**config.mk**
```make
export PLATFORM = sky130hd
export DESIGN_NAME = ipid_cfg
export DESIGN_NICKNAME = d
export VERILOG_FILES = /design/src/design/ipid_pkg.sv /design/src/design/ipid_cfg.sv
export SDC_FILE = /design/constraint.sdc
export NUM_CORES = 1
export LEC_CHECK = 0
export BUFFER_PORTS_ARGS = -buffer_cell sky130_fd_sc_hd__buf_2
export CORE_MARGIN = 2
export CORE_UTILIZATION = 25
export CTS_CLUSTER_SIZE = 40
export DETAILED_ROUTE_END_ITERATION = 8
export PLACE_DENSITY = 0.58
export SLEW_MARGIN = 25
export SYNTH_ARGS = -nofsm -noshare
export SYNTH_HDL_FRONTEND = slang
export SYNTH_SLANG_ARGS = --single-unit
```
**constraint.sdc**
```tcl
create_clock -name aclk -period 2.3 [get_ports aclk]
set_input_delay 0.345 -clock aclk [delete_from_list [all_inputs] [get_ports aclk]]
set_output_delay 0.345 -clock aclk [all_outputs]
set_load 0.02 [all_outputs]
```
**src/design/ipid_pkg.sv**
```systemverilog
// shared types and constants for the incremental pid motor drive
// no dependencies; imported by every module of the block
package ipid_pkg;

    localparam int GainW  = 16;
    localparam int SpeedW = 16;
    localparam int ErrW   = 18;
    localparam int D1W    = 19;
    localparam int D2W    = 20;
    localparam int ProdW  = 37;
    localparam int SumW   = 40;
    localparam int AccW   = 32;
    localparam int DutyW  = 12;
    localparam int CfgAddrW = 4;
    localparam int CfgDataW = 32;

    localparam logic signed [SpeedW-1:0] SpeedClip  = 16'sd250;
    localparam logic signed [SpeedW-1:0] StallLevel = 16'sd15;
    localparam logic signed [AccW-1:0]   DriveCap   = 32'sd3500;
    localparam logic signed [AccW-1:0]   AccMin     = {1'b1, {(AccW-1){1'b0}}};

    typedef enum logic [1:0] {
        REG_PROP  = 2'd0,
        REG_INTEG = 2'd1,
        REG_DERIV = 2'd2
    } reg_idx_t;

    typedef struct packed {
        logic [GainW-1:0] prop;
        logic [GainW-1:0] integ;
        logic [GainW-1:0] deriv;
    } gains_t;

    typedef struct packed {
        logic                   valid;
        logic                   stall;
        logic signed [ErrW-1:0] e0;
        logic signed [D1W-1:0]  d1;
        logic signed [D2W-1:0]  d2;
    } err_stage_t;

    typedef struct packed {
        logic                    valid;
        logic                    stall;
        logic signed [ProdW-1:0] p_prop;
        logic signed [ProdW-1:0] p_integ;
        logic signed [ProdW-1:0] p_deriv;
    } prod_stage_t;

endpackage

```
**src/design/ipid_cfg.sv**
```systemverilog
// gain registers behind the apb-style configuration port
// depends on ipid_pkg
module ipid_cfg
    import ipid_pkg::*;
(
    input  logic                aclk,
    input  logic                aresetn,
    input  logic                psel,
    input  logic                penable,
    input  logic                pwrite,
    input  logic [CfgAddrW-1:0] paddr,
    input  logic [CfgDataW-1:0] pwdata,
    output logic [CfgDataW-1:0] prdata,
    output logic                pready,
    output gains_t              gains
);

    gains_t   gains_reg;
    reg_idx_t idx;
    logic     wr_en;

    assign idx    = reg_idx_t'(paddr[3:2]);
    assign pready = 1'b1;
    assign wr_en  = psel & penable & pwrite & pready;
    assign gains  = gains_reg;

    always_ff @(posedge aclk) begin
        if (!aresetn) begin
            gains_reg <= '0;
        end else if (wr_en) begin
            case (idx)
                REG_PROP:  gains_reg.prop  <= pwdata[GainW-1:0];
                REG_INTEG: gains_reg.integ <= pwdata[GainW-1:0];
                REG_DERIV: gains_reg.deriv <= pwdata[GainW-1:0];
                default: ;
            endcase
        end
    end

    always_comb begin
        case (idx)
            REG_PROP:  prdata = CfgDataW'(gains_reg.prop);
            REG_INTEG: prdata = CfgDataW'(gains_reg.integ);
            REG_DERIV: prdata = CfgDataW'(gains_reg.deriv);
            default:   prdata = '0;
        endcase
    end

endmodule

```
==> flow_metrics.tcl <==
set metrics [dict create \
    via_per_inst 4.37 \
    grt_max_degree 29 \
    finalMaxSlewViolations 0 \
    num_vias 1930 \
    switching_share_pct 27.0 \
    yosysWarnings 0 \
    route.detailed.drc 0 \
    cts_sinks 48 \
    post_drt_wl_per_cell_um 13.9 \
    antenna_found_initial 0 \
    io_buffers 86 \
    final_util_pct 32.5 \
    gp_congestion 0.791 \
    postCtsHoldBufs 0 \
    die_h_um 99.2 \
    dieWidth_um 99.2 \
    largest_register_ff_count 48 \
    crit_slowest_cell "and2b_1" \
    dpl.hpwl_um 4510 \
    crit_required_ns 1.96 \
    p_int_mw 1.10 \
    clockBufferDepth 2 \
    fmax_mhz 551 \
    clk_latency_ns 0.29 \
    area_delta_synth_final_pct 25.9 \
    start_util_pct 25.8 \
    cp-start-kind "primary input" \
    cts_tree "done" \
    final_hold_viol_count 0 \
    clk_pin_slew_ns 0.09 \
    post-route-period-util_pct 78.9 \
    synth.area.top_cells "dfxtp_1 (42%), mux2i_1 (28%), nand2_1 (13%)" \
    wl_um 6140 \
    hp-class "primary input to flop" \
    cts_root_buffer "clkbuf_8" \
    rsz0062_at_grt "no" \
    max_stage_delay_ns 0.32 \
    hold_ws_ns 0.340 \
    std_cell_rows 34 \
    synth_cell_types 16 \
    status "finished, final reports clean" \
    core-area_sq_um 8760 \
    p_clk_share_pct 32.2 \
    crit_chain "buf_2 > and2b_1 > buf_12 > nand2_1 > o21ai_0 > buf_2" \
    grt_use_total_pct 12.4 \
    drtPass1Iterations 4 \
    clock_skew_ns 0 \
    end_kind "output port" \
    drv_cap 0 \
    arrival_ns 1.47 \
    layout_min_cycle_time_ns 1.81 \
    ys_seq_area_share_pct 42.5 \
    cts_htree_levels 2 \
    fp.dieArea_sq_um 9830 \
    p_comb_share_pct 11.6 \
    synth.top_cell.area_share_pct 42.5 \
    diodes 0 \
    crit_path_frequent_cell "buf_2" \
    cts_buffers 5 \
    seqPwrFrac_pct 56.2 \
    synth-seq-cells 48 \
    synth_area_sq_um 2260 \
    p_per_area_nw_per_um2 530 \
    grt_overflow 0 \
    peakVddDrop_mv 0.258 \
    critical_path_class "primary input to output port" \
    p_leak_nw 1.41 \
    yosys.area.top_type "dfxtp_1" \
    cp_max_fo 13 \
    avgSynthCellArea_sq_um 9.05 \
    grt_pass1_vias 1865 \
    grt_pass1_wl_um 9520 \
    cts_setup_buffers 0 \
    cts_resized 0 \
    drive_gt1_share_pct 31.7 \
    ios 122 \
    syn_inst 250 \
    ant_nets 0 \
    drt_iter0_markers 37 \
    setup_viol 0 \
    setup_tns_ns 0 \
    power_switching_uw 407 \
    finalNetCount 375 \
]
routing by layer:
metal  share of wire, %  vias up  global-route usage (%)  wire length, um
met1                 43      912                    15.1             2650
met5                  0        -                       0                0
met4               0.78        0                    3.16               48
li1                   -      955                       -                -
met3                5.4        5                    3.37              331
met2                 51       58                    21.5             3110
area by class of cell:
class / instances / area (sq um)
repair buffers: 97 / 538
flip-flops and latches: 48 / 961
well taps: 108 / 135
multi-input cells: 182 / 1130
clock buffers: 5 / 68.8
fillers: 922 / 5910
clock inverters: 2 / 12.5
power by group through the flow:
stage | Sequential [mW] | Clock, mW | Combinational, mW
6_report | 0.849 | 0.486 | 0.176
5_1_grt | 0.851 | 0.543 | 0.192
4_1_cts | 0.849 | 0.508 | 0.179
3_5_place_dp | 0.869 | 0 | 0.179
3_3_place_gp | 0.868 | 0 | 0.177
2_1_floorplan | 0.881 | 0 | 0.124
synthesized netlist by cell type:
cell	number
nand2_1	80
mux2i_1	64
dfxtp_1	48
buf_4	19
o21ai_0	15
clkbuf_1	9
buf_2	3
buf_6	3
conb_1	2
and2b_1	1
buf_1	1
nand3_1	1
nor3_4	1
nor3b_1	1
o21ai_1	1
or3b_1	1
per-stage QoR:
step                      instances  cell area, sq um  power [mW]  setup WS (ns)
after CTS                       442              2850        1.54          0.460
after global routing            442              2850        1.59          0.437
after detailed placement        435              2770        1.05          0.465
final                           442              2850        1.51          0.486
after floorplan                 265              2320        1.01          0.624
after global placement          435              2770        1.04          0.487
worst paths after layout:
| kind | from | cells after the start | end | slack [ns] |
|---|---|---|---|---|
| setup / recovery | paddr[3] | 6 | prdata[0] | 0.49 |
| hold / removal | pwdata[12] | 3 | gains[28] | 0.34 |
| setup reg to reg | gains[24] | 2 | gains[24] | 1.65 |
| hold reg to reg | gains[39] | 2 | gains[39] | 0.48 |
placed cells by master (no fill, tap or decap), drive strengths merged, types with 5 or more instances in the layout:
cell and n:
mux2i 64, clkbuf 5, o21ai 16, buf 97, conb 17, nand2 80, dfxtp 48
cells by family (layout without fill, tap and decap cells):
group           Yosys count  in the layout  share of synthesized area (%)
mux                      64             64                           28.3
other cells               2             17                          0.332
flops                    48             48                           42.5
compound gates           16             16                           3.54
buf+inv                  35            104                           10.1
simple gates             85             85                           15.3
critical path: cells and delay by family:
kind | cells | cell delay, ns
AO/OA/AOI/OAI | 1 | 0.09
buffers and inverters | 3 | 0.65
AND/OR/NAND/NOR | 2 | 0.37
Power figures use the tool's default switching activity.
