==> src/design/ipid_pkg.sv <==
// shared types and constants for the incremental pid motor drive
// no dependencies; imported by every module of the block
package ipid_pkg;

    localparam int GainW  = 16;
    localparam int SpeedW = 16;
    localparam int ErrW   = 18;
    localparam int D1W    = 19;
    localparam int D2W    = 20;
    localparam int ProdW  = 37;
    localparam int SumW   = 40;
    localparam int AccW   = 32;
    localparam int DutyW  = 12;
    localparam int CfgAddrW = 4;
    localparam int CfgDataW = 32;

    localparam logic signed [SpeedW-1:0] SpeedClip  = 16'sd250;
    localparam logic signed [SpeedW-1:0] StallLevel = 16'sd15;
    localparam logic signed [AccW-1:0]   DriveCap   = 32'sd3500;
    localparam logic signed [AccW-1:0]   AccMin     = {1'b1, {(AccW-1){1'b0}}};

    typedef enum logic [1:0] {
        REG_PROP  = 2'd0,
        REG_INTEG = 2'd1,
        REG_DERIV = 2'd2
    } reg_idx_t;

    typedef struct packed {
        logic [GainW-1:0] prop;
        logic [GainW-1:0] integ;
        logic [GainW-1:0] deriv;
    } gains_t;

    typedef struct packed {
        logic                   valid;
        logic                   stall;
        logic signed [ErrW-1:0] e0;
        logic signed [D1W-1:0]  d1;
        logic signed [D2W-1:0]  d2;
    } err_stage_t;

    typedef struct packed {
        logic                    valid;
        logic                    stall;
        logic signed [ProdW-1:0] p_prop;
        logic signed [ProdW-1:0] p_integ;
        logic signed [ProdW-1:0] p_deriv;
    } prod_stage_t;

endpackage

==> src/design/ipid_mul.sv <==
// gain products for the proportional, integral and derivative terms
// depends on ipid_pkg
module ipid_mul
    import ipid_pkg::*;
(
    input  logic        aclk,
    input  logic        aresetn,
    input  err_stage_t  in_stage,
    output logic        in_ready,
    input  gains_t      gains,
    output prod_stage_t out_stage,
    input  logic        out_ready
);

    prod_stage_t             prod_reg;
    logic signed [ProdW-1:0] kp_x;
    logic signed [ProdW-1:0] ki_x;
    logic signed [ProdW-1:0] kd_x;
    logic signed [ProdW-1:0] p_prop_next;
    logic signed [ProdW-1:0] p_integ_next;
    logic signed [ProdW-1:0] p_deriv_next;

    assign in_ready  = !prod_reg.valid || out_ready;
    assign out_stage = prod_reg;

    // gains are unsigned, zero-extend before the signed multiply
    assign kp_x = ProdW'($signed({1'b0, gains.prop}));
    assign ki_x = ProdW'($signed({1'b0, gains.integ}));
    assign kd_x = ProdW'($signed({1'b0, gains.deriv}));

    assign p_prop_next  = kp_x * ProdW'(in_stage.d1);
    assign p_integ_next = ki_x * ProdW'(in_stage.e0);
    assign p_deriv_next = kd_x * ProdW'(in_stage.d2);

    always_ff @(posedge aclk) begin
        if (!aresetn) begin
            prod_reg.valid <= 1'b0;
        end else if (in_ready) begin
            prod_reg.valid <= in_stage.valid;
        end
    end

    always_ff @(posedge aclk) begin
        if (in_ready && in_stage.valid) begin
            prod_reg.stall   <= in_stage.stall;
            prod_reg.p_prop  <= p_prop_next;
            prod_reg.p_integ <= p_integ_next;
            prod_reg.p_deriv <= p_deriv_next;
        end
    end

endmodule

==> config.mk <==
export PLATFORM = sky130hd
export DESIGN_NAME = ipid_mul
export DESIGN_NICKNAME = d
export VERILOG_FILES = /design/src/design/ipid_pkg.sv /design/src/design/ipid_mul.sv
export SDC_FILE = /design/constraint.sdc
export NUM_CORES = 2
export LEC_CHECK = 0
export ABC_AREA = 1
export BUFFER_PORTS_ARGS = -buffer_cell sky130_fd_sc_hd__buf_4
export CORE_AREA = 2 2 278 280
export DETAILED_ROUTE_END_ITERATION = 16
export DIE_AREA = 0 0 280 282
export PLACE_DENSITY_LB_ADDON = 0.15
export SLEW_MARGIN = 15
export SYNTH_ARGS = -nofsm -noshare
export SYNTH_HDL_FRONTEND = slang
export SYNTH_SLANG_ARGS = --single-unit
export TNS_END_PERCENT = 20
==> constraint.sdc <==
create_clock -name aclk -period 16.3 [get_ports aclk]
set_input_delay 4.89 -clock aclk [delete_from_list [all_inputs] [get_ports aclk]]
set_output_delay 4.89 -clock aclk [all_outputs]
set_load 0.1 [all_outputs]
==> results.cfg <==
[placed_design]
place_ws_ns = 5.67
gp_congestion = 0.930
io_buffers = 223
hpwl_um = 87100

[final_layout]
drive_gt1_share_pct = 5.54
area.growth.synth_to_final_pct = 5.87
largest_register_ffs = 110
diodes = 0
nets = 6694

[clock_network]
clk_pin_slew_ns = 0.10
clk_latency_ns = 0.40
cts_buffers = 9
ctsResizeCount = 0
tritoncts = yes
cts.path.max_buffers = 2
clkSinkCount = 110
root_buffer = clkbuf_16
postCtsSetupBuffers = 0
hold_buffers = 0
htreeDepth = 3

[floorplan]
dieHeight_um = 282
io_pins = 224
core_mm2 = 0.0757
die_w_um = 280
start_util_pct = 54.6
num_rows = 101
die_area_mm2 = 0.0790

[setup_path]
worstSetupEndpointType = output pin
rr_worst_depth = 3
cp.arrival_ns = 5.43
cp.required_ns = 11.41
crit_fanout = 2
reg2reg_to = out_stage[68]$_DFFE_PP_
reg2reg_slack_ns = 13.82
critPathKind = in2out
r2r_start = out_stage[112]$_SDFFE_PN0N_
cp-start-kind = input pin

[drt]
dr_total_vias = 31228
drtAntennaViolNets = 0
wl_per_cell_um = 15.7
drt-vias-per-instance = 4.90
routed_wl_um = 100000
drc = 0
first_pass_iters = 6
drt_iter0_markers = 1849

[timing]
fmax_mhz = 96.9
slew_headroom_pct = 41.1
worst_slack_ns = 5.98
rsz0062_at_grt = no
finalHoldViolCount = 0
setup_viol = 0
skew_ns = 0.0200
fin_crit_ns = 10.32
final.setup.tns_ns = 0
worst_slew_pin_slew_ns = 0.883
slew_violations = 0
fin_crit_sh_pct = 63.3

[logic_synthesis]
syn_area_mm2 = 0.0413
synth_edf_count = 109
yosysUniqueCellTypes = 32
ys_ff_latch = 110
postSynth.asyncResetShare_pct = 0
synth-seq-area-share_pct = 7.97
dominantRegCellSynth = edfxtp_1
syn_avg_cell_area_um2 = 7.70
syn-num-nets = 6671
yosysWarnings = 0
synthCells = 5367

[min_path]
min_to = out_stage[112]$_SDFFE_PN0N_
holdCritStartpoint = out_stage[112]$_SDFFE_PN0N_
hold_depth = 2
hp-class = reg2reg

[global_routing]
grt_pass1_vias = 34094
grtUsageTotal_pct = 27.4
antenna_found_initial = 1
grt_max_degree = 60
grt_pass1_wl_um = 172000
overflow = 0

[run]
max_cap_viol_count = 0

[outcome]
status = completed
worst max-delay path, stage by stage:
cell and delay (ns):
buf_4 0.10, inv_1 0.09, nand2_1 0.09, buf_4 0.24
stage by stage:
stage | utilization (%) | hold slack, ns | instance area (um^2) | instances
global route | 57.8 | 0.636 | 43700 | 6373
detailed placement | 57.4 | 0.583 | 43400 | 6357
CTS | 57.8 | 0.597 | 43700 | 6373
global placement | 57.4 | 0.550 | 43400 | 6357
finish | 57.8 | 0.593 | 43700 | 6373
floorplan | - | 1.70 | 41300 | 5367
cells in the mapped netlist (13+ instances only):
master / number / share of area (%)
nand3_1: 115 / 1.4
o21ai_0: 13 / 0.16
xor2_1: 45 / 0.95
nand2_2: 19 / 0.29
a21oi_1: 69 / 0.84
ha_1: 273 / 8.3
nor2_2: 13 / 0.20
nor2_1: 120 / 1.1
inv_1: 1797 / 16
nand2_1: 1543 / 14
nor3_1: 18 / 0.22
nand4_1: 20 / 0.30
clkbuf_1: 204 / 1.9
o21bai_1: 17 / 0.31
edfxtp_1: 109 / 7.9
fa_1: 921 / 45
how the worst max path moves through the flow:
stage / startpoint / endpoint / slack [ns] / cells past startpoint
global placement: gains[34] / out_stage[101]$_DFFE_PP_ / 5.70 / 18
detailed placement: gains[34] / out_stage[101]$_DFFE_PP_ / 5.67 / 18
global route: gains[34] / out_stage[108]$_DFFE_PP_ / 5.75 / 19
floorplan: in_stage[58] / out_stage[0]$_DFFE_PP_ / 5.50 / 2
finish: out_ready / in_ready / 5.98 / 4
CTS: out_ready / in_ready / 5.98 / 4
per-layer routing:
| metal | GRT usage (%) | wire, um | vias to the layer above |
|---|---|---|---|
| met2 | 48.6 | 50200 | 763 |
| met5 | 0 | 13 | - |
| met3 | 3.49 | 5260 | 130 |
| met4 | 6.36 | 2120 | 2 |
| met1 | 36.0 | 42600 | 15467 |
| li1 | - | - | 14866 |
cell families (layout without fill, tap and decap cells):
family                     count (synthesis)  in the layout  synth area share [%]
adders and majority gates               1194           1194                  52.9
xor gates and xnor gates                  54             54                  1.14
AOI/OAI and AO/OA                        108            108                  1.46
DFF                                      110            110                  7.97
buffers and inverters                   2022           2050                  18.4
and+or+nand+nor                         1879           1879                  18.1
cell usage in the layout, fill, tap and decap left out, types with 2 or more instances in the layout:
| master | synthesis | final |
|---|---|---|
| buf_4 | 3 | 225 |
| nor2_1 | 120 | 120 |
| and3_1 | 2 | 2 |
| clkbuf_16 | 0 | 9 |
| clkinv_8 | 0 | 3 |
| nand4_1 | 20 | 20 |
| fa_1 | 921 | 921 |
| o21bai_1 | 17 | 17 |
| nand3b_1 | 7 | 7 |
| edfxtp_1 | 109 | 109 |
| a21oi_1 | 69 | 68 |
| nor2_2 | 13 | 13 |
| nand3_2 | 2 | 2 |
| xnor2_1 | 9 | 9 |
| inv_1 | 1797 | 1797 |
| nand3_1 | 115 | 115 |
| nand2_2 | 19 | 19 |
| inv_6 | 0 | 3 |
| ha_1 | 273 | 273 |
| inv_2 | 12 | 12 |
| nor3_1 | 18 | 18 |
| nor3_2 | 10 | 10 |
| o21ai_0 | 13 | 13 |
| xor2_1 | 45 | 45 |
| a21o_1 | 7 | 7 |
| and2_1 | 7 | 7 |
| nand2_1 | 1543 | 1543 |
layout make-up:
type	count	area, um^2
tap	978	1220
sequential	110	3290
timing repair buffer	225	1690
clock buffer	9	225
fill	7154	32000
multi-input combinational	3235	30400
inverter	1809	6790
clock inverter	7	86.3
Power is left out: the tool's default activity adds up to more than one toggle a clock period on the data nets, which glitch-free logic cannot reach.
