File: config.mk
export PLATFORM = sky130hd
export DESIGN_NAME = ipid_acc
export DESIGN_NICKNAME = d
export VERILOG_FILES = /design/src/design/ipid_pkg.sv /design/src/design/ipid_acc.sv
export SDC_FILE = /design/constraint.sdc
export NUM_CORES = 1
export LEC_CHECK = 0
export BUFFER_PORTS_ARGS = -buffer_cell sky130_fd_sc_hd__buf_2
export CAP_MARGIN = 40
export CORE_MARGIN = 5
export CORE_UTILIZATION = 31
export CTS_CLUSTER_DIAMETER = 30
export DETAILED_ROUTE_END_ITERATION = 10
export PLACE_DENSITY = 0.58
export SYNTH_ARGS = -nofsm -noshare
export SYNTH_HDL_FRONTEND = slang
export SYNTH_SLANG_ARGS = --single-unit
File: constraint.sdc
create_clock -name aclk -period 14.8 [get_ports aclk]
set_input_delay 2.96 -clock aclk [delete_from_list [all_inputs] [get_ports aclk]]
set_output_delay 2.96 -clock aclk [all_outputs]
set_load 0.005 [all_outputs]
File: src/design/ipid_pkg.sv
// shared types and constants for the incremental pid motor drive
// no dependencies; imported by every module of the block
package ipid_pkg;

    localparam int GainW  = 16;
    localparam int SpeedW = 16;
    localparam int ErrW   = 18;
    localparam int D1W    = 19;
    localparam int D2W    = 20;
    localparam int ProdW  = 37;
    localparam int SumW   = 40;
    localparam int AccW   = 32;
    localparam int DutyW  = 12;
    localparam int CfgAddrW = 4;
    localparam int CfgDataW = 32;

    localparam logic signed [SpeedW-1:0] SpeedClip  = 16'sd250;
    localparam logic signed [SpeedW-1:0] StallLevel = 16'sd15;
    localparam logic signed [AccW-1:0]   DriveCap   = 32'sd3500;
    localparam logic signed [AccW-1:0]   AccMin     = {1'b1, {(AccW-1){1'b0}}};

    typedef enum logic [1:0] {
        REG_PROP  = 2'd0,
        REG_INTEG = 2'd1,
        REG_DERIV = 2'd2
    } reg_idx_t;

    typedef struct packed {
        logic [GainW-1:0] prop;
        logic [GainW-1:0] integ;
        logic [GainW-1:0] deriv;
    } gains_t;

    typedef struct packed {
        logic                   valid;
        logic                   stall;
        logic signed [ErrW-1:0] e0;
        logic signed [D1W-1:0]  d1;
        logic signed [D2W-1:0]  d2;
    } err_stage_t;

    typedef struct packed {
        logic                    valid;
        logic                    stall;
        logic signed [ProdW-1:0] p_prop;
        logic signed [ProdW-1:0] p_integ;
        logic signed [ProdW-1:0] p_deriv;
    } prod_stage_t;

endpackage

File: src/design/ipid_acc.sv
// drive accumulator with stall stop, cap and bottom saturation; result register
// depends on ipid_pkg
module ipid_acc
    import ipid_pkg::*;
(
    input  logic                   aclk,
    input  logic                   aresetn,
    input  prod_stage_t            in_stage,
    output logic                   in_ready,
    output logic                   out_valid,
    input  logic                   out_ready,
    output logic [DutyW-1:0]       forward_duty,
    output logic signed [AccW-1:0] drive_level
);

    logic                   out_valid_reg;
    logic signed [AccW-1:0] acc_reg;
    logic signed [AccW-1:0] drive_reg;
    logic [DutyW-1:0]       duty_reg;

    logic signed [SumW-1:0] sum;
    logic signed [AccW-1:0] level_next;
    logic [DutyW-1:0]       duty_next;

    assign in_ready = !out_valid_reg || out_ready;

    assign sum = SumW'(in_stage.p_prop) + SumW'(in_stage.p_integ)
               + SumW'(in_stage.p_deriv) + SumW'(acc_reg);

    always_comb begin
        if (in_stage.stall) begin
            level_next = '0;
        end else if (sum > SumW'(DriveCap)) begin
            level_next = DriveCap;
        end else if (sum < SumW'(AccMin)) begin
            level_next = AccMin;
        end else begin
            level_next = sum[AccW-1:0];
        end
    end

    assign duty_next = level_next[AccW-1] ? '0 : level_next[DutyW-1:0];

    always_ff @(posedge aclk) begin
        if (!aresetn) begin
            out_valid_reg <= 1'b0;
            acc_reg       <= '0;
        end else if (in_ready) begin
            out_valid_reg <= in_stage.valid;
            if (in_stage.valid) begin
                acc_reg <= level_next;
            end
        end
    end

    always_ff @(posedge aclk) begin
        if (in_ready && in_stage.valid) begin
            drive_reg <= level_next;
            duty_reg  <= duty_next;
        end
    end

    assign out_valid    = out_valid_reg;
    assign drive_level  = drive_reg;
    assign forward_duty = duty_reg;

    a_cap_held: assert property (@(posedge aclk) disable iff (!aresetn)
        out_valid_reg |-> (drive_reg <= DriveCap))
        else $error("drive level above cap");

    a_duty_neg: assert property (@(posedge aclk) disable iff (!aresetn)
        (out_valid_reg && drive_reg[AccW-1]) |-> (duty_reg == '0))
        else $error("duty nonzero for negative drive");

    a_duty_pos: assert property (@(posedge aclk) disable iff (!aresetn)
        (out_valid_reg && !drive_reg[AccW-1]) |-> (duty_reg == drive_reg[DutyW-1:0]))
        else $error("duty differs from drive level");

    a_acc_track: assert property (@(posedge aclk) disable iff (!aresetn)
        out_valid_reg |-> (acc_reg == drive_reg))
        else $error("accumulator out of step with shown result");

    a_stall_zero: assert property (@(posedge aclk) disable iff (!aresetn)
        (in_ready && in_stage.valid && in_stage.stall) |=> (drive_reg == '0))
        else $error("stall item did not clear drive");

endmodule

==> results.cfg, run 1 <==
[run_status]
status = complete, no violations

[grt]
grt_start_max_net_pins = 47
grt_pass1_vias = 6848
grt_usage_pct = 16.5
grt_pass1_wl_mm = 37.6
antenna_found_initial = 0
grt_overflow = 0

[sta]
finalSetupTns_ns = 0
report.final.setup_viol = 0
skew_ns = 0.0145
relSlewSlack_pct = 43.2
drv_slew = 0
whs_ns = 0.457
post-route-min-period_ns = 7.97
final.period_utilization_pct = 53.8
worst_slack_ns = 6.83
rsz0062_at_grt = false
worstMarginPinSlew_ns = 0.852
fmax_ghz = 0.126
hold_viol = 0

[clock_network]
hold_buffers = 0
clkTransAtPathRegs_ns = 0.06
cts_tree = built
clock-root-buffer = clkbuf_16
cts_buffer_depth = 2
cts_sinks = 77
htreeDepth = 3
cts_resized = 0
clock_insertion_delay_worst_skew_ns = 0.35
cts_setup_buffers = 0
cts_buffers = 9

[placed_design]
dp_hpwl_mm = 20.2
dp_slack_ns = 6.49
place.gp.congestion = 0.980
io_buffers = 161

[worst_setup_path]
slowest_delay_ns = 0.53
rr_worst_depth = 14
r2r_end = drive_level[7]
crit_chain = buf_2 -> inv_1 -> fa_1 -> fa_1 -> inv_1 -> ha_1 -> fa_1 -> a211oi_2 -> o31ai_4 -> and2_1 -> o211ai_1 -> nand2_1 -> o311ai_1 -> o2111ai_1 -> nor4_4 -> nand2b_1 -> a21oi_1
crit_required_ns = 14.87
crit_top_cell = fa_1
endpoint = drive_level[7]
regToRegSetupSlack_ns = 9.41
path_max_fanout = 14
critPathCaptureType = register
startpoint_type = input port
critPathKind = in -> reg
crit_arrival_ns = 8.03
critical_path.slowest_cell = nor4_4
critPathLaunch = in_stage[1]
worstReg2RegStart = acc_reg[31]

[yosys]
synth_most_common_cell = inv_1
synth.distinct_cells = 76
synth_commonest_cells = inv_1, fa_1, nand2_1
avgSynthCellArea_um2 = 8.51
yosys_warnings = 0
syn_inst = 934
syn_nets = 1164
synth_edf_count = 44
synthFlopType = edfxtp_1
synth_area_leader_cell = fa_1
synth_top_area_share_pct = 18.9
synth_area_um2 = 7950
synth_seq_cells = 77
async_reset_ff_share_pct = 0
synth.area.top_cells = fa_1, edfxtp_1, inv_1, dfxtp_1, ha_1
seq_area_frac_synth_pct = 24.9

[final_layout]
finalNetCount = 1306
drive_above_1_share_pct = 20.0
n_antenna_cell = 0
area_growth_pct = 17.5
fillers = 2642
multiInputGateArea_um2 = 5030
final-seq-area_um2 = 1980

[detailed_routing]
drtAntennaViolNets = 0
post_drt_via_cell_ratio = 4.94
drt_wl_total_mm = 23.8
wire_per_inst_um = 16.9
vias = 6977
drt-pass1-iter-count = 5
first_iter_violations = 462
drc = 0

[floorplan]
start_util_pct = 31.5
die-area_um2 = 28900
die_w_um = 170
die_h_um = 170
rows = 58
io_pins = 162
core_um2 = 25300

[pwr]
powerDensity_nw_per_um2 = 138
ir_drop_v = 0.0000574
p_total_mw = 1.29
p_leak_nw = 4.35

[hold_path]
holdCritPathClass = reg -> reg

[job]
cap_violations = 0
[power by group]
part / internal, mW / switching, mW / leakage [nW]
Clock: 0.136 / 0.0931 / 0.142
Combinational: 0.269 / 0.532 / 3.50
Sequential: 0.251 / 0.00818 / 0.713
Total: 0.656 / 0.633 / 4.35
[worst min-delay path by stage]
stage / endpoint / depth (start not counted) / start / slack [ns]
after global placement: acc_reg[4] / 2 / acc_reg[4] / 0.44
after global routing: acc_reg[29] / 2 / acc_reg[29] / 0.49
after floorplan: acc_reg[12] / 2 / acc_reg[12] / 0.43
final: acc_reg[24] / 2 / acc_reg[24] / 0.46
after CTS: acc_reg[24] / 2 / acc_reg[24] / 0.46
after detailed placement: acc_reg[29] / 2 / acc_reg[29] / 0.45
[stage by stage]
stage	util (%)	area [µm²]	cells
floorplan	-	7950	934
global placement	35.8	9040	1395
detailed placement	35.8	9040	1395
CTS	37.0	9340	1411
global route	37.0	9340	1411
finish	37.0	9340	1411
[cell usage in the layout, fill, tap and decap left out, drive strengths merged, types with 12 or more instances in the layout]
master  instances
inv           204
edfxtp         44
xnor2          18
nand4          18
a211oi         12
nor3           14
nand2          74
o211ai         12
buf           166
o21ai          69
a21oi          62
fa             75
ha             39
nor2           70
dfxtp          33
[logic make-up after synthesis]
group,after synthesis,synth area share (%)
buffers and inverters,239,11.8
XOR/XNOR,26,2.86
flip-flops,77,24.9
AO/OA/AOI/OAI,234,19.6
adder cells (fa/ha/maj),114,25.0
multiplexers,7,0.897
AND/OR/NAND/NOR,237,14.9
[routing by layer]
metal | global-route usage [%] | share of wire [%] | wire, µm | up-vias
met3 | 2.56 | 6.3 | 1500 | 26
met1 | 23.7 | 47 | 11100 | 3318
met2 | 26.0 | 45 | 10700 | 229
li1 | - | - | - | 3404
met4 | 4.55 | 2.0 | 479 | 0
met5 | 0 | 0 | 0 | -
[cell type report]
class	count	share of cell area (%)
timing repair buffer	166	9.03
clock inverter	5	0.630
tap	330	4.42
multi-input combinational	618	53.9
clock buffer	11	2.60
sequential	77	21.2
inverter	204	8.20
[worst max-delay path: cells and delay by family]
kind,cells,cell delay (ns)
and+or+nand+nor,4,1.39
buffers and inverters,3,0.16
AOI/OAI and AO/OA,6,1.83
adders and majority gates,4,1.68
No activity file was read; power rests on OpenSTA's default activity.
==> inputs of run 2 (changes only) <==
--- a/config.mk
+++ b/config.mk
@@ -5,6 +5,7 @@
 export SDC_FILE = /design/constraint.sdc
 export NUM_CORES = 1
 export LEC_CHECK = 0
+export ABC_AREA = 1
 export BUFFER_PORTS_ARGS = -buffer_cell sky130_fd_sc_hd__buf_2
 export CAP_MARGIN = 40
 export CORE_MARGIN = 5
==> constraint.sdc (replaced) <==
create_clock -name aclk -period 7.58 [get_ports aclk]
set_input_delay 1.516 -clock aclk [delete_from_list [all_inputs] [get_ports aclk]]
set_output_delay 1.516 -clock aclk [all_outputs]
set_load 0.005 [all_outputs]
==> run 2 against run 1 <==
  * Flip-flop and latch count stayed put
  * Core utilization is 0.27 points lower
  * Total power grew to 2.5 times the previous value
  * Global-route usage is 0.94 points lower
  * Via count is 9.9% higher
  * Critical endpoint is now forward_duty[7]
  * Largest power group unchanged
==> results.cfg, run 2 <==
[run_status]
status = complete, no violations

[floorplan]
rows = 61
core_um2 = 27700
die-area_um2 = 31500
io_pins = 162
start_util_pct = 31.4
die_w_um = 177
die_h_um = 177

[yosys]
synth_seq_cells = 77
synthFlopType = edfxtp_1
synth_top_area_share_pct = 17.3
yosys_warnings = 0
synth_edf_count = 44
async_reset_ff_share_pct = 0
synth_area_leader_cell = fa_1
syn_inst = 1248
synth.area.top_cells = fa_1, inv_1, edfxtp_1, nand2_1, dfxtp_1
synth_commonest_cells = inv_1, nand2_1, nor2_1
seq_area_frac_synth_pct = 22.8
synth_most_common_cell = inv_1
avgSynthCellArea_um2 = 6.97
synth.distinct_cells = 39
syn_nets = 1478
synth_area_um2 = 8690

[sta]
post-route-min-period_ns = 5.54
drv_slew = 0
skew_ns = 0.0123
fmax_ghz = 0.181
worstMarginPinSlew_ns = 0.694
final.period_utilization_pct = 73.1
relSlewSlack_pct = 53.7
hold_viol = 0
finalSetupTns_ns = 0
rsz0062_at_grt = false
report.final.setup_viol = 0

[worst_setup_path]
critPathKind = in -> reg
regToRegSetupSlack_ns = 3.13
critPathBufInv = 5
crit_required_ns = 7.66
rr_worst_depth = 20
critPathLaunch = in_stage[1]
crit_arrival_ns = 5.62
r2r_end = forward_duty[11]
critPathCaptureType = register
slowest_delay_ns = 0.52
crit_chain = buf_2 -> inv_1 -> fa_1 -> fa_1 -> inv_1 -> ha_1 -> fa_1 -> nand3_1 -> nand2_2 -> nand2_2 -> nand2_2 -> nand2_1 -> nand2_2 -> nand2_2 -> nand2_2 -> nand4_1 -> nand2_2 -> xor2_4 -> buf_4 -> inv_2 -> nand2_4 -> nand2_1 -> nand2_1 -> nor2_1
crit_top_cell = nand2_2
worstReg2RegStart = acc_reg[31]
path_max_fanout = 31
crit_family = adder cells
startpoint_type = input port
critical_path.slowest_cell = fa_1

[final_layout]
layout_common_cells = inv_1, nand2_1, buf_2
final_util_pct = 36.7
n_antenna_cell = 0
multiInputGateArea_um2 = 5180
finalNetCount = 1634
final-seq-area_um2 = 1980
area_growth_pct = 17.0
final_common_cell = inv_1
drive_above_1_share_pct = 18.3
fin_area_um2 = 10200
fillers = 3035
final_cells = 1787

[pwr]
pwr-share-clk_pct = 12.7
p_leak_nw = 5.79
p_total_mw = 3.24
ir_drop_v = 0.000113
seq_power_share_pct = 18.7
p_int_mw = 1.52
switching_share_pct = 53.2
p_sw_mw = 1.72
powerDensity_nw_per_um2 = 319
combPwrFrac_pct = 68.6

[clock_network]
cts_resized = 0
htreeDepth = 3
cts_tree = built
cts_buffers = 9
clock_insertion_delay_worst_skew_ns = 0.33
cts_setup_buffers = 0
clock-root-buffer = clkbuf_16
clkTransAtPathRegs_ns = 0.07
cts_sinks = 77
hold_buffers = 0
cts_buffer_depth = 2

[detailed_routing]
drt-pass1-iter-count = 5
wl_met3_um = 939
first_iter_violations = 432
wire_per_inst_um = 13.5
drtAntennaViolNets = 0
wl_met1_mm = 12.5
met2WireLength_mm = 10.5
post_drt_via_cell_ratio = 4.29
dr.max_layer_used = met4
vias = 7668
drc = 0
drt_wl_total_mm = 24.1

[placed_design]
dp_hpwl_mm = 21.2
dp.cells = 1771
place.gp.congestion = 0.891
io_buffers = 161
dpl-instance-area_um2 = 9880

[grt]
grt_pass1_wl_mm = 38.9
grt_overflow = 0
grt_start_max_net_pins = 62
grt_pass1_vias = 7500
antenna_found_initial = 0
grt_usage_pct = 15.6

[hold_path]
holdCritPathClass = reg -> reg
holdPathEnd = out_valid
hold_path_depth = 2
hold_start = out_valid

[job]
cap_violations = 0
==> run 2: power by group through the flow <==
stage | registers, mW | clock network [mW] | logic (mW)
2_1_floorplan | 0.611 | 0 | 1.66
3_3_place_gp | 0.617 | 0 | 2.23
3_5_place_dp | 0.617 | 0 | 2.23
4_1_cts | 0.609 | 0.420 | 2.24
5_1_grt | 0.615 | 0.441 | 2.54
6_report | 0.606 | 0.411 | 2.22
==> run 2: layout make-up <==
class                           count  area share [%]
Clock inverter                      7           0.664
Sequential cell                    77            19.5
Timing Repair Buffer              165            8.22
Clock buffer                        9            2.21
Tap cell                          378            4.65
Inverter                          374            13.8
Multi-Input combinational cell    777            51.0
==> run 2: logic make-up after synthesis <==
family,Yosys count,share of synthesized area [%]
and+or+nand+nor,525,26.5
buffers and inverters,394,17.7
AOI/OAI and AO/OA,128,8.88
adders and majority gates,114,22.9
DFF,77,22.8
xor gates and xnor gates,10,1.22
==> run 2: worst reg2reg max path, delay by kind of cell, from the launching register on <==
kind,cells,cell delay [ns]
fa+ha+maj,2,0.92
buf+inv,2,0.20
simple gates,16,2.45
flops,1,0.75
==> run 2: stage by stage <==
stage               hold WS, ns  setup WS [ns]
finish                    0.549           2.04
global route              0.570           1.70
CTS                       0.550           2.02
detailed placement        0.532           1.67
global placement          0.532           1.73
floorplan                 0.504           2.65
==> run 2: metal layers <==
metal / vias up / track usage (%)
met5: - / 0
met4: 0 / 2.93
met3: 12 / 0.831
met2: 162 / 24.3
met1: 3477 / 24.0
li1: 4017 / -
==> run 2: worst max path at each step <==
| stage | to | slack (ns) | depth (start not counted) |
|---|---|---|---|
| 6_report | forward_duty[7] | 2.04 | 24 |
| 5_1_grt | forward_duty[2] | 1.70 | 24 |
| 4_1_cts | forward_duty[7] | 2.02 | 24 |
| 3_5_place_dp | forward_duty[7] | 1.67 | 24 |
| 3_3_place_gp | forward_duty[5] | 1.73 | 24 |
| 2_1_floorplan | forward_duty[10] | 2.65 | 25 |
