--- src/design/ipid_pkg.sv ---
// shared types and constants for the incremental pid motor drive
// no dependencies; imported by every module of the block
package ipid_pkg;

    localparam int GainW  = 16;
    localparam int SpeedW = 16;
    localparam int ErrW   = 18;
    localparam int D1W    = 19;
    localparam int D2W    = 20;
    localparam int ProdW  = 37;
    localparam int SumW   = 40;
    localparam int AccW   = 32;
    localparam int DutyW  = 12;
    localparam int CfgAddrW = 4;
    localparam int CfgDataW = 32;

    localparam logic signed [SpeedW-1:0] SpeedClip  = 16'sd250;
    localparam logic signed [SpeedW-1:0] StallLevel = 16'sd15;
    localparam logic signed [AccW-1:0]   DriveCap   = 32'sd3500;
    localparam logic signed [AccW-1:0]   AccMin     = {1'b1, {(AccW-1){1'b0}}};

    typedef enum logic [1:0] {
        REG_PROP  = 2'd0,
        REG_INTEG = 2'd1,
        REG_DERIV = 2'd2
    } reg_idx_t;

    typedef struct packed {
        logic [GainW-1:0] prop;
        logic [GainW-1:0] integ;
        logic [GainW-1:0] deriv;
    } gains_t;

    typedef struct packed {
        logic                   valid;
        logic                   stall;
        logic signed [ErrW-1:0] e0;
        logic signed [D1W-1:0]  d1;
        logic signed [D2W-1:0]  d2;
    } err_stage_t;

    typedef struct packed {
        logic                    valid;
        logic                    stall;
        logic signed [ProdW-1:0] p_prop;
        logic signed [ProdW-1:0] p_integ;
        logic signed [ProdW-1:0] p_deriv;
    } prod_stage_t;

endpackage

--- src/design/ipid_err.sv ---
// input register, speed clip, error history and error differences
// depends on ipid_pkg
module ipid_err
    import ipid_pkg::*;
(
    input  logic                     aclk,
    input  logic                     aresetn,
    input  logic                     in_valid,
    output logic                     in_ready,
    input  logic signed [SpeedW-1:0] target_speed,
    input  logic signed [SpeedW-1:0] measured_speed,
    output err_stage_t               out_stage,
    input  logic                     out_ready
);

    logic                     a_valid_reg;
    logic signed [SpeedW-1:0] a_target_reg;
    logic signed [SpeedW-1:0] a_measured_reg;
    err_stage_t               b_reg;
    logic signed [ErrW-1:0]   hist0_reg;
    logic signed [ErrW-1:0]   hist1_reg;

    logic                     a_ready;
    logic                     b_ready;
    logic signed [SpeedW-1:0] meas_clip;
    logic signed [ErrW-1:0]   e0_next;
    logic signed [D2W-1:0]    e0_x;
    logic signed [D2W-1:0]    h0_x;
    logic signed [D2W-1:0]    h1_x;
    logic signed [D1W-1:0]    d1_next;
    logic signed [D2W-1:0]    d2_next;
    logic                     stall_next;

    assign b_ready  = !b_reg.valid || out_ready;
    assign a_ready  = !a_valid_reg || b_ready;
    assign in_ready = a_ready;

    assign meas_clip  = (a_measured_reg > SpeedClip) ? SpeedClip : a_measured_reg;
    assign stall_next = (meas_clip <= StallLevel);
    assign e0_next    = ErrW'(a_target_reg) - ErrW'(meas_clip);

    assign e0_x    = D2W'(e0_next);
    assign h0_x    = D2W'(hist0_reg);
    assign h1_x    = D2W'(hist1_reg);
    assign d1_next = D1W'(e0_x - h0_x);
    // second difference e0 - 2*e1 + e2
    assign d2_next = e0_x - (h0_x <<< 1) + h1_x;

    assign out_stage = b_reg;

    always_ff @(posedge aclk) begin
        if (!aresetn) begin
            a_valid_reg <= 1'b0;
        end else if (a_ready) begin
            a_valid_reg <= in_valid;
        end
    end

    always_ff @(posedge aclk) begin
        if (a_ready && in_valid) begin
            a_target_reg   <= target_speed;
            a_measured_reg <= measured_speed;
        end
    end

    always_ff @(posedge aclk) begin
        if (!aresetn) begin
            b_reg.valid <= 1'b0;
            hist0_reg   <= '0;
            hist1_reg   <= '0;
        end else if (b_ready) begin
            b_reg.valid <= a_valid_reg;
            if (a_valid_reg) begin
                hist1_reg <= hist0_reg;
                hist0_reg <= e0_next;
            end
        end
    end

    always_ff @(posedge aclk) begin
        if (b_ready && a_valid_reg) begin
            b_reg.stall <= stall_next;
            b_reg.e0    <= e0_next;
            b_reg.d1    <= d1_next;
            b_reg.d2    <= d2_next;
        end
    end

endmodule

--- config.mk ---
export PLATFORM = sky130hd
export DESIGN_NAME = ipid_err
export DESIGN_NICKNAME = d
export VERILOG_FILES = /design/src/design/ipid_pkg.sv /design/src/design/ipid_err.sv
export SDC_FILE = /design/constraint.sdc
export NUM_CORES = 1
export LEC_CHECK = 0
export BUFFER_PORTS_ARGS = -buffer_cell sky130_fd_sc_hd__clkbuf_2
export CAP_MARGIN = 5
export CORE_UTILIZATION = 50
export CTS_BUF_LIST = sky130_fd_sc_hd__clkbuf_2 sky130_fd_sc_hd__clkbuf_4 sky130_fd_sc_hd__clkbuf_8
export DETAILED_ROUTE_END_ITERATION = 6
export GPL_TIMING_DRIVEN = 0
export HOLD_SLACK_MARGIN = 0.05
export PLACE_DENSITY_LB_ADDON = 0.12
export SLEW_MARGIN = 40
export SYNTH_ARGS = -nofsm -noshare
export SYNTH_HDL_FRONTEND = slang
export SYNTH_SLANG_ARGS = --single-unit
--- constraint.sdc ---
create_clock -name aclk -period 5.8 [get_ports aclk]
set_input_delay 0.58 -clock aclk [delete_from_list [all_inputs] [get_ports aclk]]
set_output_delay 0.58 -clock aclk [all_outputs]
set_load 0.05 [all_outputs]
==> metrics.md, run 1 <==
| Metric | Value |
|---|---|
| Cell row count | `43` |
| P per Cell Area | `381 nW/um^2` |
| Gpl congestion | `0.825` |
| Clk sinks | `124` |
| Hold_sp | `measured_speed[6]` |
| Final Instance Count excl. Fillers | `1,022` |
| Largest delay share family, worst path | `compound AO/OA/AOI/OAI gates` |
| Critical R2R Launch | `a_measured_reg[11]` |
| Met3 WL post-DR | `674 um` |
| Syn Nets | `803` |
| H-tree levels | `4` |
| Setup crit start | `a_measured_reg[11]` |
| Drt wl/cell | `14.9 um` |
| CTS Hold Bufs | `0` |
| Maximum VDD drop | `0.135 mV` |
| Adder-cell share of the synthesized area | `13.9%` |
| Design area | `8730 um^2` |
| Crit. End Element | `flip-flop` |
| WL met1 | `7100 um` |
| Critical Path Max Stage Delay | `490 ps` |
| Avg Inst Size Synth | `10.3 um^2` |
| Bufs on Longest Clock Path | `2` |
| Actual slew at the worst max-slew pin | `680 ps` |
| Detailed Place HPWL | `11,300 um` |
| # IOs | `96` |
| Die area | `14,900 um^2` |
| Cells after Synth | `700` |
| Cell Chain, Critical Path | `nor4_4 -> o311ai_4 -> nand2_2 -> and2_4 -> ha_4 -> inv_2 -> fa_2 -> a211o_4 -> a221oi_4 -> nor3_4 -> a32oi_2 -> nand2_1 -> a41o_4 -> o21a_1 -> a21o_1 -> xnor2_2 -> fa_1 -> inv_1 -> ha_4 -> and4_1 -> a2111oi_4 -> a21oi_2 -> xor2_1` |
| R2R cell count | `23` |
| Drt first pass iters | `5` |
| Fin crit share | `97.9%` |
| Design Power | `3.33 mW` |
| WL met2 | `7170 um` |
| Chip width | `122 um` |
| First-pass GRT wire length | `23,800 um` |
| Final core occ | `62.7%` |
| Worst EP arrival | `5880 ps` |
| Post-synth ARST share | `0%` |
| Max-cap violations | `0` |
| Via Count | `5,434` |
| Clk_lat worst skew | `450 ps` |
| Final WL | `15,200 um` |
| Post-synthesis mux area share | `0.139%` |
| CTS clk-pin slew, worst paths | `70 ps` |
| Worst path bufs/invs | `2` |
| Count leader, synth | `inv_1` |
| Fraction of power consumed by combinational cells | `42.5%` |
| Pint | `2.09 mW` |
| DR top layer | `met4` |
| Synth top area share | `36.7%` |
| Hold Vio Cnt, Final | `0` |
| Layout cells sized above 1 | `23.9%` |
| Ys Warns | `0` |
| WHS | `294 ps` |
| Initial DRC count | `356` |
| Largest net degree at the start of global routing | `45` |
| Filler instances | `1,131` |
| Compound-gate portion of the synthesized area | `15.0%` |
| Area Overhead vs Synth | `21.3%` |
| Area of the core | `13,900 um^2` |
| # setup viols final | `0` |
| Synth Register Bits | `124` |
| CP required | `6000 ps` |
| Unrepaired setup endpoints after global routing | `yes` |
| Max-Slew Margin vs Limit | `54.7%` |
| Chip height | `122 um` |
| Net Sw Frac | `37.3%` |
| Fmax | `0.176 GHz` |
| Largest family of logic cells by synthesized area | `compound AO/OA/AOI/OAI gates` |
| CP startpoint kind | `flip-flop` |
| Status | `finished, final reports clean` |
| Total global routing overflow | `0` |
| Number of synthesized flops with an enable pin | `88` |
| Initial antenna violation count | `0` |
| Slowest CP cell | `fa_1` |
| Total Neg Setup Slack | `0 ps` |
| CTS buffer count | `17` |
| Largest register FFs | `57` |
| IO buf count | `95` |
| Vias in the first global route | `4,944` |
| Register share of total power | `34.7%` |
| Register area share after synthesis | `46.7%` |
| Post-route ant nets | `0` |
| Pre-CTS setup slack | `-936 ps` |
| Cell variety after synth | `69` |
| Overall routing resource usage | `21.3%` |
| Most frequent cells after synthesis | `89 x inv_1, 88 x edfxtp_1, 77 x nand2_1` |
| Initial Utilization | `51.6%` |
| Top cells by area, synth | `edfxtp_1 37%, dfxtp_1 10%, ha_1 8.3%` |
| Netlist Area Pre-Place | `7200 um^2` |
| Placed Cells | `976` |
| ANT cells | `0` |
| Area leader, netlist | `edfxtp_1` |
| Clock power share | `22.9%` |
| Period minus WS final | `5680 ps` |
| Most used cell, CP | `ha_4` |
| Layout Nets | `932` |
| Worst-path maximum fanout | `7` |
| Worst min-delay path class | `input pin to flip-flop` |
| CP Depth | `23` |
| CTS tree | `yes` |
| Fin. max-slew vios | `0` |
| Root Driver | `clkbuf_8` |
| Critical path class | `flip-flop to flip-flop` |
| Hold path depth | `1` |
| DRC Markers | `0` |
| Leakage power | `3.57 nW` |
| Skew final | `8.51 ps` |
| Synth Area in Simple Gates | `13.1%` |
| Post-route setup slack | `119 ps` |
| Ys flop type | `edfxtp_1` |
| Vias per cell | `5.32` |
| Placed Area | `7920 um^2` |
| P_sw | `1.24 mW` |
| Post-synthesis xor/xnor area fraction | `5.35%` |
[area by class of cell]
type	instances	area, um^2	share of cell area (%)
multi-input cells	468	3720	42.6
flip-flops and latches	124	3360	38.5
repair buffers	110	601	6.88
inverters	90	338	3.87
clock buffers	23	298	3.41
well taps	180	225	2.58
clock inverters	9	95.1	1.09
plain buffers	18	88.8	1.02
[kinds of logic (layout without fill, tap and decap cells)]
family	after synthesis	after routing
AND/OR/NAND/NOR	196	196
XOR/XNOR	44	44
buffers and inverters	108	250
adder cells (fa/ha/maj)	69	69
multiplexers	1	1
AO/OA/AOI/OAI	158	158
flip-flops	124	124
[routing by layer]
metal  GRT usage [%]  vias to the layer above
li1                -                     2722
met1            28.0                     2549
met2            33.4                      144
met3            4.40                       19
met4            9.88                        0
met5               0                        -
[power groups by stage]
stage	logic, mW	clock network, mW	registers [mW]
floorplan	0.771	0	1.41
global placement	1.25	0	1.17
CTS	1.32	0.777	1.15
global route	1.54	0.813	1.16
detailed placement	1.27	0	1.17
finish	1.41	0.763	1.15
[layout by cell type, fill, tap and decap left out, types with 4 or more instances in the layout]
cell / n
o21a_1: 13
clkinv_2: 4
fa_1: 16
clkbuf_2: 96
xor2_1: 12
nand2_1: 77
or2_2: 5
inv_1: 85
a211oi_1: 7
a21oi_1: 52
inv_2: 4
nor3_1: 7
o21ai_0: 18
ha_1: 41
a31oi_1: 5
or3_1: 6
nor2b_1: 5
clkbuf_8: 20
nand2b_1: 10
and3_1: 5
xnor2_1: 28
nor2_1: 35
buf_4: 17
ha_4: 6
clkbuf_1: 10
o31ai_1: 6
nand3_1: 16
clkbuf_4: 5
edfxtp_1: 88
a21o_1: 11
dfxtp_1: 36
[worst reg2reg max path: cells and delay by family, from the launching register on]
family	cells	cell delay, ps
AO/OA/AOI/OAI	9	2250
buffers and inverters	2	110
AND/OR/NAND/NOR	6	1110
flip-flops	1	420
adder cells (fa/ha/maj)	4	1240
XOR/XNOR	2	320
[worst paths after layout]
check | endpoint | slack [ps]
worst max-delay path | out_stage[18] | 120
worst min-delay path | a_measured_reg[6] | 290
worst max register to register | out_stage[18] | 120
worst min register to register | hist1_reg[4] | 460
[timing repair]
| item | CTS | global route |
|---|---|---|
| endpoints found under the hold margin | 0 | 0 |
| resized for setup | 21 | 36 |
| buffers inserted | 6 | 8 |
| setup endpoints to repair | 11 | 7 |
| pin swaps | 6 | 23 |
Power figures use the tool's default switching activity.
==> run 2, diff against run 1 <==
--- a/config.mk
+++ b/config.mk
@@ -5,6 +5,7 @@
 export SDC_FILE = /design/constraint.sdc
 export NUM_CORES = 1
 export LEC_CHECK = 0
+export ABC_AREA = 1
 export BUFFER_PORTS_ARGS = -buffer_cell sky130_fd_sc_hd__clkbuf_2
 export CAP_MARGIN = 5
 export CORE_UTILIZATION = 50
==> metrics.md, run 2 <==
| Metric | Value |
|---|---|
| Status | `finished, final reports clean` |
| # setup viols final | `0 (unchanged)` |
| Synth top area share | `37.0% (+0.28 points)` |
| Die area | `14,800 um^2 (-0.75%)` |
| Avg Inst Size Synth | `9.35 um^2 (-9.1%)` |
| Gpl congestion | `0.893 (+8.3%)` |
| R2R Setup Slk | `460 ps (+340 ps)` |
| Syn Nets | `867 (+8.0%)` |
| Layout Nets | `983 (+5.5%)` |
| Final core occ | `60.2% (-2.4 points)` |
| Register area share after synthesis | `47.1% (+0.36 points)` |
| CTS tree | `yes` |
| Max-Slew Margin vs Limit | `60.5% (+5.8 points)` |
| Commonest non-fill, non-tap cell in the layout | `inv_1` |
| Buffer count from post-CTS setup fixing | `0 (-6)` |
| CTS clk-pin slew, worst paths | `70 ps (about the same)` |
| Period minus WS final | `5340 ps (-339 ps)` |
| R2R Path End | `out_stage[15]` |
| Area of the core | `13,900 um^2 (-0.39%)` |
| Cells after Synth | `764 (+9.1%)` |
| Total global routing overflow | `0 (unchanged)` |
| CTS Hold Bufs | `0 (unchanged)` |
| Root Driver | `clkbuf_8` |
| P per Cell Area | `404 nW/um^2 (+5.8%)` |
| Hold Vio Cnt, Final | `0 (unchanged)` |
| Pre-CTS setup slack | `408 ps (+1340 ps)` |
| Crit. End Element | `flip-flop` |
| Unrepaired setup endpoints after global routing | `no` |
| Fin crit share | `92.1% (-5.9 points)` |
| Final Instance Count excl. Fillers | `1,073 (+5.0%)` |
| Area Overhead vs Synth | `17.1%` |
| Cell variety after synth | `37 (-46%)` |
| Clk sinks | `124 (unchanged)` |
| Slowest CP cell | `fa_1` |
| DRC Markers | `0 (unchanged)` |
| Worst min-delay path class | `input pin to flip-flop` |
| Post-CTS sizing | `0 (-100%)` |
| Top cells by area, synth | `edfxtp_1 37%, dfxtp_1 10%, ha_1 8.4%` |
| Largest net degree at the start of global routing | `33 (-27%)` |
| Critical Path Max Stage Delay | `480 ps (about the same)` |
| Netlist Area Pre-Place | `7140 um^2 (-0.76%)` |
| R2R cell count | `29 (+26%)` |
| Count leader, synth | `inv_1` |
| Most used cell, CP | `inv_1` |
| Detailed Place HPWL | `11,500 um (+2.0%)` |
| H-tree levels | `4 (unchanged)` |
| Placed Area | `7900 um^2 (-0.32%)` |
| Clk_lat worst skew | `450 ps (about the same)` |
| Ys flop type | `edfxtp_1` |
| Commonest non-fill, non-tap cells in the layout | `137 x inv_1, 129 x nand2_1, 95 x clkbuf_2, 88 x edfxtp_1, 81 x a21oi_1` |
| CTS buffer count | `17 (unchanged)` |
| Overall routing resource usage | `21.0% (-0.24 points)` |
| Final WL | `14,500 um (-4.7%)` |
| Maximum VDD drop | `0.156 mV (+15%)` |
| Fmax | `0.187 GHz (+6.4%)` |
| CP required | `6000 ps (about the same)` |
| Initial DRC count | `281 (-21%)` |
| Initial antenna violation count | `0 (unchanged)` |
| Worst path bufs/invs | `6 (+4)` |
| Placed Cells | `1,041 (+6.7%)` |
| CP startpoint kind | `flip-flop` |
| Post-route ant nets | `0 (unchanged)` |
| Largest delay share family, worst path | `simple AND/OR/NAND/NOR gates` |
| ANT cells | `0 (unchanged)` |
| Design Power | `3.38 mW (+1.3%)` |
| Drt first pass iters | `5 (unchanged)` |
| # IOs | `96 (unchanged)` |
| Number of synthesized flops with an enable pin | `88 (unchanged)` |
| Chip width | `122 um (-0.38%)` |
| Bufs on Longest Clock Path | `2 (unchanged)` |
| Area leader, netlist | `edfxtp_1` |
| Design area | `8360 um^2 (-4.2%)` |
| Cell row count | `43 (unchanged)` |
| Ys Warns | `0 (unchanged)` |
| Critical path class | `flip-flop to flip-flop` |
| CP Depth | `29 (+26%)` |
| WHS Endpoint | `a_measured_reg[10]` |
| Leakage power | `3.90 nW (+9.2%)` |
| Drt wl/cell | `13.5 um (-9.2%)` |
| Vias in the first global route | `5,147 (+4.1%)` |
| IO buf count | `95 (unchanged)` |
| Skew final | `12.1 ps (+3.61 ps)` |
| Worst EP arrival | `5540 ps (-340 ps)` |
| Synth Register Bits | `124 (unchanged)` |
| Max-cap violations | `0 (unchanged)` |
| Layout cells sized above 1 | `19.0% (-4.8 points)` |
| Filler instances | `1,233 (+9.0%)` |
| Via Count | `5,302 (-2.4%)` |
| Chip height | `122 um (-0.38%)` |
| Worst-path maximum fanout | `10 (+3)` |
| Actual slew at the worst max-slew pin | `592 ps (-88.1 ps)` |
| Post-route setup slack | `459 ps (+339 ps)` |
| First-pass GRT wire length | `23,200 um (-2.7%)` |
| Hold_sp | `measured_speed[10]` |
| Vias per cell | `4.94 (-7.1%)` |
| Largest register FFs | `57 (unchanged)` |
| WHS | `302 ps (+7.85 ps)` |
| Post-synth ARST share | `0% (unchanged)` |
| Fin. max-slew vios | `0 (unchanged)` |
| Critical R2R Launch | `a_measured_reg[13]` |
| Initial Utilization | `51.5% (-0.20 points)` |
| Most frequent cells after synthesis | `138 x inv_1, 129 x nand2_1, 88 x edfxtp_1` |
| Hold path depth | `1 (unchanged)` |
| Total Neg Setup Slack | `0 ps (unchanged)` |
[run 2: logic make-up after synthesis]
group,count (synthesis),synth area share (%)
and+or+nand+nor,243,16.0
adders and majority gates,67,13.7
xor gates and xnor gates,37,4.75
buffers and inverters,153,8.15
DFF,124,47.1
AOI/OAI and AO/OA,140,10.3
[run 2: worst max path at each step]
stage / startpoint / endpoint / slack, ps
after CTS: a_measured_reg[10] / out_stage[15] / 380
after global placement: a_measured_reg[13] / out_stage[15] / 420
after floorplan: a_measured_reg[10] / out_stage[15] / 1180
after global routing: a_measured_reg[10] / out_stage[15] / 6
after detailed placement: a_measured_reg[13] / out_stage[15] / 410
final: a_measured_reg[13] / out_stage[15] / 460
[run 2: final cells by class]
type | count | area, um^2 | area share (%)
Sequential cell | 124 | 3360 | 40.2
Multi-Input combinational cell | 487 | 3200 | 38.2
Timing Repair Buffer | 97 | 531 | 6.34
Inverter | 141 | 529 | 6.33
Clock buffer | 26 | 333 | 3.98
Tap cell | 180 | 225 | 2.69
Clock inverter | 6 | 130 | 1.56
Buffer | 12 | 53.8 | 0.643
[run 2: metal layers]
layer	vias to the layer above	routed length, um	global-route usage (%)
met3	21	597	5.40
met2	128	7180	36.6
li1	2744	-	-
met1	2409	6400	24.6
met5	-	0	0
met4	0	306	8.41
[run 2: worst register-to-register path: cells and delay by family (launching register included)]
family | cells | cell delay (ps)
adders and majority gates | 4 | 1370
buffers and inverters | 6 | 760
and+or+nand+nor | 14 | 1690
AOI/OAI and AO/OA | 3 | 530
DFF | 1 | 390
xor gates and xnor gates | 2 | 360
[run 2: where the power goes]
group,internal [mW],switching (mW)
Combinational,0.430,0.908
Sequential,1.13,0.0372
Clock,0.544,0.326
Total,2.10,1.27
==> run 3, diff against run 2 <==
--- a/config.mk
+++ b/config.mk
@@ -8,7 +8,9 @@
 export ABC_AREA = 1
 export BUFFER_PORTS_ARGS = -buffer_cell sky130_fd_sc_hd__clkbuf_2
 export CAP_MARGIN = 5
-export CORE_UTILIZATION = 50
+export CELL_PAD_IN_SITES_DETAIL_PLACEMENT = 0
+export CELL_PAD_IN_SITES_GLOBAL_PLACEMENT = 1
+export CORE_UTILIZATION = 42
 export CTS_BUF_LIST = sky130_fd_sc_hd__clkbuf_2 sky130_fd_sc_hd__clkbuf_4 sky130_fd_sc_hd__clkbuf_8
 export DETAILED_ROUTE_END_ITERATION = 6
 export GPL_TIMING_DRIVEN = 0
==> constraint.sdc (replaced) <==
create_clock -name aclk -period 5.8 [get_ports aclk]
set_input_delay 0 -clock aclk [delete_from_list [all_inputs] [get_ports aclk]]
set_output_delay 0 -clock aclk [all_outputs]
set_load 0.05 [all_outputs]
==> metrics.md, run 3 (same netlist as run 2, synthesis figures left out) <==
| Metric | Value |
|---|---|
| Max-Slew Margin vs Limit | `59.3% (-1.1 points)` |
| WHS Endpoint | `a_measured_reg[3]` |
| Gpl congestion | `0.849 (-5.0%)` |
| Clock power share | `24.1% (-1.7 points)` |
| # IOs | `96 (unchanged)` |
| CTS buffer count | `17 (unchanged)` |
| Most used cell, CP | `inv_1` |
| Overall routing resource usage | `18.6% (-2.5 points)` |
| Critical Path Max Stage Delay | `480 ps (about the same)` |
| Critical R2R Launch | `a_measured_reg[10]` |
| Final core occ | `52.6% (-7.6 points)` |
| Period minus WS final | `4970 ps (-370 ps)` |
| # setup viols final | `0 (unchanged)` |
| Initial antenna violation count | `0 (unchanged)` |
| Commonest non-fill, non-tap cells in the layout | `137 x inv_1, 129 x nand2_1, 95 x clkbuf_2, 88 x edfxtp_1, 81 x a21oi_1` |
| Slowest CP cell | `fa_1` |
| Largest net degree at the start of global routing | `33 (unchanged)` |
| IO buf count | `95 (unchanged)` |
| Worst-path maximum fanout | `19 (+9)` |
| Vias per cell | `4.72 (-4.5%)` |
| Footprint of the multi-input gates | `3200 um^2 (unchanged)` |
| Layout cells sized above 1 | `18.3% (-0.74 points)` |
| Drt first pass iters | `5 (unchanged)` |
| Fin crit share | `85.7% (-6.4 points)` |
| Fin. max-slew vios | `0 (unchanged)` |
| Net Sw Frac | `38.4% (+0.69 points)` |
| Worst min-delay path class | `input pin to flip-flop` |
| R2R cell count | `28 (-3.4%)` |
| Critical path class | `flip-flop to flip-flop` |
| ANT cells | `0 (unchanged)` |
| Initial Utilization | `43.1% (-8.4 points)` |
| R2R Setup Slk | `830 ps (+370 ps)` |
| Via Count | `5,422 (+2.3%)` |
| Worst EP arrival | `5170 ps (-370 ps)` |
| Fmax | `0.201 GHz (+7.4%)` |
| Filler instances | `1,583 (+28%)` |
| CP required | `6000 ps (about the same)` |
| Chip height | `132 um (+9.0%)` |
| Post-CTS sizing | `0 (unchanged)` |
| Cell row count | `47 (+9.3%)` |
| Clk_lat worst skew | `450 ps (about the same)` |
| Bufs on Longest Clock Path | `2 (unchanged)` |
| Maximum VDD drop | `0.157 mV (+1.2%)` |
| Commonest non-fill, non-tap cell in the layout | `inv_1` |
| Hold_sp | `measured_speed[3]` |
| Actual slew at the worst max-slew pin | `609 ps (+17.1 ps)` |
| Hold path depth | `2 (+1)` |
| CP startpoint kind | `flip-flop` |
| CTS tree | `yes` |
| Drt wl/cell | `13.2 um (-2.2%)` |
| P_sw | `1.27 mW (about the same)` |
| Total global routing overflow | `0 (unchanged)` |
| P per Cell Area | `380 nW/um^2 (-5.9%)` |
| Detailed Place HPWL | `11,900 um (+3.3%)` |
| H-tree levels | `4 (unchanged)` |
| Initial DRC count | `219 (-22%)` |
| Fraction of power consumed by combinational cells | `40.7% (+1.1 points)` |
| Chip width | `132 um (+9.0%)` |
| Status | `finished, final reports clean` |
| Skew final | `12.8 ps (+0.677 ps)` |
| Register share of total power | `35.2% (+0.6 points)` |
| Crit. End Element | `flip-flop` |
| Root Driver | `clkbuf_8` |
| Largest register FFs | `57 (unchanged)` |
| Pint | `2.04 mW (-2.8%)` |
| Buffer count from post-CTS setup fixing | `0 (unchanged)` |
| Vias in the first global route | `5,353 (+4.0%)` |
| Clk sinks | `124 (unchanged)` |
| CTS clk-pin slew, worst paths | `80 ps (about the same)` |
| Area Overhead vs Synth | `22.2%` |
| Area of the core | `16,600 um^2 (+19%)` |
| First-pass GRT wire length | `25,000 um (+7.9%)` |
| Hold Vio Cnt, Final | `0 (unchanged)` |
| DRC Markers | `0 (unchanged)` |
| Die area | `17,500 um^2 (+19%)` |
| Final WL | `15,200 um (+4.7%)` |
| Register area | `3360 um^2 (unchanged)` |
| Total Neg Setup Slack | `0 ps (unchanged)` |
| R2R Path End | `out_stage[15]` |
| Layout Nets | `1,019 (+3.7%)` |
| Max-cap violations | `0 (unchanged)` |
| Unrepaired setup endpoints after global routing | `no` |
| Post-route ant nets | `0 (unchanged)` |
| Leakage power | `4.04 nW (+3.5%)` |
==> run 3: changes by cell type in the layout (fill, tap and decap cells not counted), sizes merged <==
cell         previous run  this run
dlygate4sd3             0        37
inv                   141       142
bufinv                  4         3
clkbuf                130       127
clkinv                  2         4
==> run 3: repair_timing <==
action	4_1_cts	5_1_grt
endpoints found under the hold margin	35	0
endpoints found under the setup margin	0	1
hold buffers	37	0
==> run 3: layout make-up <==
cell class	count	area share, %
Buffer	11	0.573
Clock buffer	24	3.43
Clock inverter	8	1.33
Inverter	141	6.06
Multi-Input combinational cell	487	36.6
Sequential cell	124	38.5
Tap cell	220	3.15
Timing Repair Buffer	134	10.3
==> run 3: how the worst max path moves through the flow <==
| stage | startpoint | endpoint | slack, ps | cells after the start |
|---|---|---|---|---|
| after floorplan | a_measured_reg[10] | out_stage[15] | 1180 | 31 |
| after detailed placement | a_measured_reg[10] | out_stage[15] | 380 | 29 |
| after global placement | a_measured_reg[13] | out_stage[15] | 360 | 29 |
| final | a_measured_reg[10] | out_stage[15] | 830 | 28 |
| after CTS | a_measured_reg[10] | out_stage[15] | 370 | 29 |
| after global routing | a_measured_reg[8] | out_stage[15] | 380 | 28 |
==> run 3: metal layers <==
metal | vias up | track usage [%] | part of all wire [%] | wire [um]
met5 | - | 0 | 0 | 0
met2 | 140 | 31.6 | 49 | 7370
met3 | 25 | 4.54 | 4.0 | 603
met1 | 2438 | 22.7 | 45 | 6850
li1 | 2819 | - | - | -
met4 | 0 | 7.09 | 2.2 | 337
==> run 3: power groups by stage <==
stage          Sequential, mW  Combinational [mW]  Clock (mW)
2_1_floorplan            1.44               0.785           0
3_3_place_gp             1.19                1.32           0
5_1_grt                  1.18                1.51       0.863
3_5_place_dp             1.19                1.33           0
6_report                 1.17                1.35       0.801
4_1_cts                  1.17                1.36       0.821
==> run 3: critical path, delay by kind of cell (launching register included) <==
kind                       cells  cell delay, ps
AOI/OAI and AO/OA              3             530
xor gates and xnor gates       2             370
adders and majority gates      4            1370
buffers and inverters          5             340
DFF                            1             380
and+or+nand+nor               14            1720
==> run 3: metrics by stage <==
step | total power [mW] | std cells | cell area [um^2] | hold WS, ps | setup WS [ps]
after floorplan | 2.22 | 764 | 7140 | 98.9 | 1180
after CTS | 3.35 | 1150 | 8730 | 223 | 368
after global placement | 2.50 | 1079 | 7890 | 177 | 360
after detailed placement | 2.52 | 1081 | 7950 | 179 | 375
after global routing | 3.55 | 1149 | 8730 | 222 | 384
final | 3.32 | 1149 | 8730 | 253 | 829
